**src/rtl/plct_pkg.sv**
```systemverilog
`timescale 1ns / 1ps
// ----------------------------------------------------------------------------
// plct_pkg
// Shared constants, codes and state types of the curve table unit.
// ----------------------------------------------------------------------------
package plct_pkg;

    localparam int MAX_POINTS = 20;
    localparam int DATA_W     = 32;
    localparam int IDX_W      = $clog2(MAX_POINTS);
    localparam int CNT_W      = $clog2(MAX_POINTS + 1);
    localparam int MAG_W      = DATA_W + 1;
    localparam int MLO_W      = (MAG_W + 1) / 2;
    localparam int MHI_W      = MAG_W - MLO_W;
    localparam int PROD_W     = 2 * MAG_W;
    localparam int SUM_W      = DATA_W + 3;
    localparam int DCNT_W     = $clog2(MAG_W);

    localparam logic [CNT_W-1:0] CNT_MAX = CNT_W'(MAX_POINTS);

    typedef enum logic [2:0] {
        OP_EVAL = 3'd0,
        OP_INV  = 3'd1,
        OP_INS  = 3'd2,
        OP_DEL  = 3'd3,
        OP_WR   = 3'd4
    } t_opcode;

    typedef enum logic [4:0] {
        S_IDLE,
        S_DISPATCH,
        S_EV_FIRST,
        S_EV_LAST,
        S_EV_SCAN,
        S_INV_WIN,
        S_INV_CHK,
        S_INV_MM0,
        S_INV_MM,
        S_INV_DEC,
        S_INV_PICK,
        S_INV_SEG,
        S_LD0,
        S_LD1,
        S_ISTART,
        S_IWAIT,
        S_INS_A,
        S_INS_B,
        S_INS_W,
        S_DEL_W,
        S_WR_W,
        S_DONE
    } t_state;

    typedef enum logic [2:0] {
        I_IDLE,
        I_MUL0,
        I_MUL1,
        I_CHK,
        I_DIV,
        I_FIN
    } t_istate;

    function automatic logic signed [DATA_W-1:0] sat_data(input logic signed [SUM_W-1:0] v);
        logic signed [SUM_W-1:0] vmax;
        logic signed [SUM_W-1:0] vmin;
        vmax = SUM_W'({1'b0, {(DATA_W-1){1'b1}}});
        vmin = -vmax - SUM_W'(1);
        if (v > vmax) begin
            return {1'b0, {(DATA_W-1){1'b1}}};
        end else if (v < vmin) begin
            return {1'b1, {(DATA_W-1){1'b0}}};
        end
        return v[DATA_W-1:0];
    endfunction

endpackage

```
**src/rtl/plct_interp.sv**
```systemverilog
`timescale 1ns / 1ps
// ----------------------------------------------------------------------------
// plct_interp
// Linear interpolation b0 + (b1-b0)*(t-a0)/(a1-a0), offset truncated toward
// zero and clamped, using a split multiplier and a bit-serial divider.
// ----------------------------------------------------------------------------
module plct_interp
    import plct_pkg::*;
(
    input  logic                     i_clk,
    input  logic                     i_rst_n,
    input  logic                     i_start,
    input  logic signed [DATA_W-1:0] i_a0,
    input  logic signed [DATA_W-1:0] i_b0,
    input  logic signed [DATA_W-1:0] i_a1,
    input  logic signed [DATA_W-1:0] i_b1,
    input  logic signed [DATA_W-1:0] i_t,
    output logic                     o_done,
    output logic signed [DATA_W-1:0] o_value
);

    localparam logic [MAG_W-1:0] Q_CLAMP = {1'b1, {(MAG_W-1){1'b0}}};

    t_istate r_state, n_state;
    logic                     r_done, n_done;
    logic signed [DATA_W-1:0] r_value, n_value;
    logic                     r_neg, n_neg;
    logic [MAG_W-1:0]         r_ms, n_ms;
    logic [MAG_W-1:0]         r_ma, n_ma;
    logic [MAG_W-1:0]         r_mb, n_mb;
    logic [PROD_W-1:0]        r_prod, n_prod;
    logic [MAG_W-1:0]         r_rem, n_rem;
    logic [MAG_W-1:0]         r_sh, n_sh;
    logic [MAG_W-1:0]         r_q, n_q;
    logic [DCNT_W-1:0]        r_cnt, n_cnt;

    logic signed [MAG_W-1:0]  span, da, db;
    logic [MLO_W-1:0]         mul_b;
    logic [MAG_W+MLO_W-1:0]   mul_p;
    logic [MAG_W:0]           trial;
    logic                     ge;
    logic [MAG_W-1:0]         qc;
    logic signed [SUM_W-1:0]  sum;

    assign span  = {i_a1[DATA_W-1], i_a1} - {i_a0[DATA_W-1], i_a0};
    assign da    = {i_t[DATA_W-1], i_t} - {i_a0[DATA_W-1], i_a0};
    assign db    = {i_b1[DATA_W-1], i_b1} - {i_b0[DATA_W-1], i_b0};
    assign mul_b = (r_state == I_MUL0) ? r_mb[MLO_W-1:0]
                                       : MLO_W'(r_mb[MAG_W-1:MLO_W]);
    assign mul_p = r_ma * mul_b;
    assign trial = {r_rem, r_sh[MAG_W-1]};
    assign ge    = trial >= {1'b0, r_ms};
    assign qc    = (r_q > Q_CLAMP) ? Q_CLAMP : r_q;
    assign sum   = r_neg ? (SUM_W'(i_b0) - $signed(SUM_W'(qc)))
                         : (SUM_W'(i_b0) + $signed(SUM_W'(qc)));

    always_ff @(posedge i_clk) begin
        if (!i_rst_n) begin
            r_state <= I_IDLE;
            r_done  <= 1'b0;
        end else begin
            r_state <= n_state;
            r_done  <= n_done;
        end
        r_value <= n_value;
        r_neg   <= n_neg;
        r_ms    <= n_ms;
        r_ma    <= n_ma;
        r_mb    <= n_mb;
        r_prod  <= n_prod;
        r_rem   <= n_rem;
        r_sh    <= n_sh;
        r_q     <= n_q;
        r_cnt   <= n_cnt;
    end

    always_comb begin
        n_state = r_state;
        n_done  = 1'b0;
        n_value = r_value;
        n_neg   = r_neg;
        n_ms    = r_ms;
        n_ma    = r_ma;
        n_mb    = r_mb;
        n_prod  = r_prod;
        n_rem   = r_rem;
        n_sh    = r_sh;
        n_q     = r_q;
        n_cnt   = r_cnt;
        case (r_state)
            I_IDLE: begin
                if (i_start) begin
                    if (span == '0 || da == '0 || db == '0) begin
                        n_value = i_b0;
                        n_done  = 1'b1;
                    end else begin
                        n_neg   = span[MAG_W-1] ^ da[MAG_W-1] ^ db[MAG_W-1];
                        n_ms    = span[MAG_W-1] ? MAG_W'(-span) : MAG_W'(span);
                        n_ma    = da[MAG_W-1] ? MAG_W'(-da) : MAG_W'(da);
                        n_mb    = db[MAG_W-1] ? MAG_W'(-db) : MAG_W'(db);
                        n_state = I_MUL0;
                    end
                end
            end
            I_MUL0: begin
                n_prod  = PROD_W'(mul_p);
                n_state = I_MUL1;
            end
            I_MUL1: begin
                n_prod  = r_prod + PROD_W'({mul_p, {MLO_W{1'b0}}});
                n_state = I_CHK;
            end
            I_CHK: begin
                if (r_prod[PROD_W-1:MAG_W] >= r_ms) begin
                    n_q     = Q_CLAMP;
                    n_state = I_FIN;
                end else begin
                    n_rem   = r_prod[PROD_W-1:MAG_W];
                    n_sh    = r_prod[MAG_W-1:0];
                    n_q     = '0;
                    n_cnt   = DCNT_W'(MAG_W - 1);
                    n_state = I_DIV;
                end
            end
            I_DIV: begin
                n_rem = ge ? MAG_W'(trial - {1'b0, r_ms}) : trial[MAG_W-1:0];
                n_q   = {r_q[MAG_W-2:0], ge};
                n_sh  = {r_sh[MAG_W-2:0], 1'b0};
                if (r_cnt == '0) begin
                    n_state = I_FIN;
                end else begin
                    n_cnt = r_cnt - DCNT_W'(1);
                end
            end
            I_FIN: begin
                n_value = sat_data(sum);
                n_done  = 1'b1;
                n_state = I_IDLE;
            end
            default: begin
                n_state = I_IDLE;
            end
        endcase
    end

    assign o_done  = r_done;
    assign o_value = r_value;

endmodule

```
**config.mk**
```make
export PLATFORM = sky130hd
export DESIGN_NAME = plct_interp
export DESIGN_NICKNAME = d
export VERILOG_FILES = /design/src/rtl/plct_pkg.sv /design/src/rtl/plct_interp.sv
export SDC_FILE = /design/constraint.sdc
export NUM_CORES = 2
export LEC_CHECK = 0
export ABC_AREA = 0
export BUFFER_PORTS_ARGS = -buffer_cell sky130_fd_sc_hd__buf_4
export CAP_MARGIN = 25
export CORE_MARGIN = 4
export CORE_UTILIZATION = 50
export CTS_CLUSTER_DIAMETER = 100
export DETAILED_ROUTE_END_ITERATION = 12
export GPL_TIMING_DRIVEN = 0
export HOLD_SLACK_MARGIN = 0.12
export PLACE_DENSITY = 0.67
export SKIP_LAST_GASP = 1
export SLEW_MARGIN = 20
export SYNTH_ARGS = -nofsm -noshare
export SYNTH_HDL_FRONTEND = slang
export SYNTH_SLANG_ARGS = --single-unit
```
**constraint.sdc**
```tcl
create_clock -name i_clk -period 13.1 [get_ports i_clk]
set_input_delay 1.965 -clock i_clk [delete_from_list [all_inputs] [get_ports i_clk]]
set_output_delay 1.965 -clock i_clk [all_outputs]
set_load 0.02 [all_outputs]
```
* After elaboration in Yosys (flattened, before gate mapping)
Index checks and enable logic that the tools add are counted.
** Cells by class
- Magnitude comparators :: 5
- $add $sub $neg :: 11
- Bitwise logic cells :: 3
- $mul :: 1
- Muxes and demuxes :: 34
- Reduce and logical (&&, ||, !) cells :: 15
- Eq/ne operators :: 11
** Operator list (number)
- 32-bit two-way mux :: 8
- 33-bit case mux with 2 select lines :: 3
- 33-bit two-way mux :: 5
- 66-bit case mux with 2 select lines :: 1
- 33-bit logical NOT :: 3
- 33-bit negator :: 3
- 32-bit by 32-bit subtractor with 33-bit output :: 3
- 66-bit adder :: 1
- 32-bit case mux with 2 select lines :: 1
- 33-bit by 17-bit multiplier with 50-bit output :: 1
- 32-bit by 34-bit adder with 35-bit output :: 1
- 35-bit by 32-bit greater-than comparator with 1-bit output (second input constant) :: 1
- 35-bit by 32-bit less-than comparator with 1-bit output (second input constant) :: 1
- 35-bit two-way mux :: 1
- 32-bit by 34-bit subtractor with 35-bit output :: 1
- 34-bit by 33-bit >= comparator with 1-bit output :: 1
- 33-bit >= comparator :: 1
- 33-bit greater-than comparator (second input constant) :: 1
- 33-bit subtractor :: 1
- 17-bit two-way mux :: 1
- 3-bit case mux with 5 select lines :: 1
- 6-bit two-way mux :: 2
- 2-bit != test (second input constant) :: 6
- 6-bit case mux with 2 select lines :: 1
- other kinds (15) :: 31
** Storage, ports and cells
- Input port bits :: 163
- Word-level logic and storage cells :: 95
- Register bits :: 307
- Output and inout bits :: 33

* Depth between registers and ports, before layout
- Depth after elaboration :: 10
- Depth in mapped cells :: 40
- Depth with buffers taken out :: 38

* Worst setup path before layout
No wires, ideal clock.
- Path kind :: register to register
- From :: register r_state[2]
- To :: register r_prod[65], data pin
- Library setup time :: 0.148 ns
- Required time :: 12.952 ns
- Arrival :: 9.935 ns
- Path slack :: 3.017 ns
- Cell stages (with the launch flop) :: 40
- Cell sequence :: dfxtp_1 clkbuf_1 nor3b_1 clkbuf_1 mux2_2 clkbuf_1 and2_1 fa_1 inv_1 fa_1 fa_1 fa_1 inv_1 fa_1 inv_1 fa_1 inv_1 ha_1 [4 not listed] o21ai_0 o21bai_1 a21oi_1 o21ai_0 a21o_1 xnor2_1 ha_1 nand3_1 o211a_1 o21ai_0 nor4_1 a2111oi_0 nor2_1 or4_1 a41oi_1 xnor2_1 or2_2 mux2i_1
** Between the ends
- Longest elaborated chain between the ends :: 5
** Ends and longest elaborated chain
- from (decl) :: RTL line plct_interp.sv:24 : t_istate r_state, n_state;
- from (signal assigned) :: RTL line plct_interp.sv:62 : r_state <= n_state;
- 3-bit by 1-bit == test with 1-bit output :: RTL line plct_interp.sv:48, plct_interp.sv:90
- 17-bit two-way mux :: RTL line plct_interp.sv:48 : assign mul_b = (r_state == I_MUL0) ? r_mb[MLO_W-1:0]
- 33-bit by 17-bit multiplier with 50-bit output :: RTL line plct_interp.sv:50 : assign mul_p = r_ma * mul_b;
- 66-bit adder :: RTL line plct_interp.sv:110 : n_prod = r_prod + PROD_W'({mul_p, {MLO_W{1'b0}}});
- 66-bit case mux with 2 select lines * :: RTL line plct_interp.sv:90 : case (r_state)
- to (signal assigned) :: RTL line plct_interp.sv:70 : r_prod <= n_prod;
- to (decl) :: RTL line plct_interp.sv:31 : logic [PROD_W-1:0] r_prod, n_prod;
Mark *: on every way between the ends. The rest lies on a longest branch, timed or not.
A chain may end at the register's enable or synchronous reset.

* Final worst setup path
- From :: register r_state[2]
- To :: register r_prod[64], data pin
The elaborated chain is that of the path after synthesis.

==> summary.md <==
| Metric | Value |
|---|---|
| Critical-path maximum fanout | 10 |
| Die W | slightly above 300 um |
| Setup violations, final | 0 |
| Syn_nets | 6223 |
| Hold Vio Cnt, Final | 0 |
| First-iteration detailed-routing DRC count | around 3300 |
| Final Cycle Share | 0.963 |
| RR Startpoint | r_state[2] |
| Reg2reg setup slack | ~0.49 ns |
| Worst-skew pair later-pin latency | between 0.5 and 0.6 ns |
| Number of synthesized flops with an enable pin | 303 |
| Reg area | 9180 um^2 |
| Ys Warns | 0 |
| Hold endpoint | r_sh[2] |
| Slew headroom | 0.294 |
| Worst setup margin | just under 0.5 ns |
| TNS Setup | 0 ns |
| Fmax | roughly 0.08 GHz |
| Hold Buf Count CTS | 0 |
| Ys async rst share | 0 |
| Rows | between 100 and 150 |
| DR DRC count | 0 |
| CTS Buffer Depth | 3 |
| CP peak stage delay | 0.68 ns |
| Filler cells | ~8400 |
| Initial Util | 0.503 |
| Max-slew violations | 0 |
| ANT nets after route | 0 |
| DPL Wire Length | 119000 um |
| Total gr overflow | 0 |
| Worst R2R End | r_prod[64] |
| Status | finished clean |
| Synthesized area | about 45000 um^2 |
| Worst path most repeated cell | fa_1 |
| Total Wirelength | 144000 um |
| Num CTS Buffers | 39 |
| Synthesized netlist cell count | approximately 5200 |
| H-tree Lvls | 2 |
| DP Worst Slack | ~0.31 ns |
| Min-delay worst type | register to register |
| CTS sink cnt | about 310 |
| Worst r2r path cells | 37 |
| Nets | about 6500 |
| Setup CP Type | register to register |
| First-pass DRT Iterations | 8 |
| Ys flop type | edfxtp_1 |
| Hold Crit Depth | 2 |
| Worst Tran Pin Value | between 1 and 1.5 ns |
| Largest net degree at the start of global routing | between 50 and 60 |
| Root buffer cell | clkbuf_16 |
| Die Y | 309 um |
| Share of cells above drive strength 1 | 0.0711 |
| Sequential area share after synthesis | 0.203 |
| Routability cong. | 0.972 |
| Yosys reg bits | roughly 310 |
| Multi-input gate area | 32300 um^2 |
| Via count | just under 40000 |
| Slowest CP cell | a2111oi_0 |
| RSZ-0062 raised after global routing | false |
| IO Pins | between 150 and 200 |
| Hold Slack | around 0.50 ns |
| Area growth from synthesis to layout | 9.93% |
| Vias per inst | 5.83 |
| DR WL met3 | around 12000 um |
| WL met1 | between 60000 and 70000 um |
| Die Footprint | around 95000 um^2 |
| Setup Skew | roughly 0.037 ns |
| Total Routing Usage GR | 0.302 |
| Clock Pin Slew Worst Setup and Hold Paths | approximately 0.060 ns |
| Mapped Avg Cell Area | slightly below 9 um^2 |
| Worst Path Required | 13.41 ns |
| CP Capture Type | register |
| Core area | ~90000 um^2 |
| Crit path DAT | around 13 ns |
| Minimum clock period | approximately 13 ns |
| Initial antenna violation count | 1 |
| Beginning of the worst hold path | r_sh[1] |
| Met2 WL | 64900 um |
| CTS tree | built |
| Post-synth cell types | approximately 110 |
| CP startpoint kind | register |
| Wire per inst | ~22 um |
| Vias in the first global route | 38250 |
| Max Cap Viol | 0 |
| Port buffer count | approximately 200 |
| Top Metal Used | met4 |
| First-pass GRT wire length | between 200000 and 250000 um |
## metal layers
layer  track usage  up-vias
met4         0.113        0
met3        0.0520      300
met2         0.486     1621
met1         0.411    18954
li1              -    17943
met5             0        -
## logic make-up after synthesis
family / count (synthesis) / share of synthesized area
AO/OA/AOI/OAI: 1064 / 0.156
flip-flops: 307 / 0.203
buffers and inverters: 980 / 0.0834
XOR/XNOR: 316 / 0.0616
adder cells (fa/ha/maj): 850 / 0.313
AND/OR/NAND/NOR: 1658 / 0.174
multiplexers: 35 / 0.00855
## cells in the final DEF (no fill, tap or decap), types with 13 or more instances in the layout
cell type	netlist	final
a21o_1	173	173
edfxtp_1	303	303
o211ai_1	22	22
or3_1	17	17
nor3_1	64	64
o21ai_0	201	199
o21bai_1	40	40
o21a_1	39	39
a31oi_1	55	55
or2_2	17	17
clkbuf_16	0	39
nor2b_1	36	36
nor4_1	17	17
a21oi_1	289	289
xor2_1	109	109
and2_1	201	201
nor2_1	253	252
nand2b_1	34	33
nand3_1	75	75
o221a_2	18	18
nand2_1	756	755
a21boi_0	13	13
clkbuf_1	185	189
buf_4	0	196
and3_1	74	74
a211oi_1	19	19
o31ai_1	35	35
fa_1	470	470
inv_1	761	761
nand4_1	48	48
mux2_2	29	29
xnor2_1	206	206
ha_1	380	380
o221ai_1	18	18
buf_1	19	19
## worst max path at each step
stage                     slack [ns]         end  cells after the start        from
after global placement          0.45  r_prod[60]                     38  r_state[2]
after detailed placement        0.31  r_prod[64]                     37  r_state[2]
final                           0.49  r_prod[64]                     37  r_state[2]
after CTS                       0.26  r_prod[64]                     37  r_state[2]
after floorplan                 3.02  r_prod[65]                     39  r_state[2]
after global routing           0.002  r_prod[64]                     37  r_state[2]
## Yosys cell counts, drive strengths merged (20+ instances only)
cell,number,share of area
a21o,173,0.029
o31ai,36,0.0061
nor3,65,0.0073
clkbuf,186,0.016
mux2,29,0.0072
and3,75,0.010
o211ai,22,0.0037
nand4,48,0.0066
nand2b,34,0.0047
inv,762,0.063
o21a,39,0.0065
and2,202,0.028
fa,470,0.21
a21oi,290,0.032
a211oi,20,0.0034
xor2,109,0.021
nor2b,36,0.0050
nand2,756,0.063
o21ai,205,0.023
buf,29,0.0033
xnor2,207,0.041
o21bai,40,0.0066
ha,380,0.11
a31oi,56,0.0081
edfxtp,303,0.20
nor2,254,0.021
nand3,75,0.0083
## cell type report
type,instances,share of cell area
multi-input combinational,3923,0.650
sequential,307,0.185
inverter,762,0.0576
timing repair buffer,204,0.0333
tap,1176,0.0296
clock buffer,44,0.0200
buffer,218,0.0184
clock inverter,26,0.00645
antenna,2,0.000101
## worst max-delay path, delay by kind of cell, from the launching register on
| family | cells | cell delay, ns |
|---|---|---|
| AO/OA/AOI/OAI | 14 | 3.99 |
| flip-flops | 1 | 0.30 |
| buffers and inverters | 6 | 1.63 |
| adder cells (fa/ha/maj) | 8 | 3.87 |
| AND/OR/NAND/NOR | 7 | 1.60 |
| multiplexers | 1 | 0.45 |
| XOR/XNOR | 1 | 0.47 |
## through the flow
step                       util  cells  instance area (um^2)
after CTS                 0.553   6660                 49700
after floorplan               -   5210                 45200
after detailed placement  0.538   6590                 48400
after global placement    0.536   6581                 48100
final                     0.553   6662                 49700
after global routing      0.553   6661                 49700
## registers in the layout, indices dropped and copies added (netlist names)
signal,flops
r_prod,66
r_ma,33
r_mb,33
r_ms,33
r_q,33
r_rem,33
r_sh,33
o_value,32
r_cnt,6
r_state,3
o_done,1
r_neg,1
## repair_timing
action | CTS | global route
endpoints found under the setup margin | 0 | 6
gates resized for setup | 0 | 2
setup buffers | 0 | 0
Power is not shown: default switching activity piles up to over one toggle a cycle in this logic, so the estimate is an artifact.
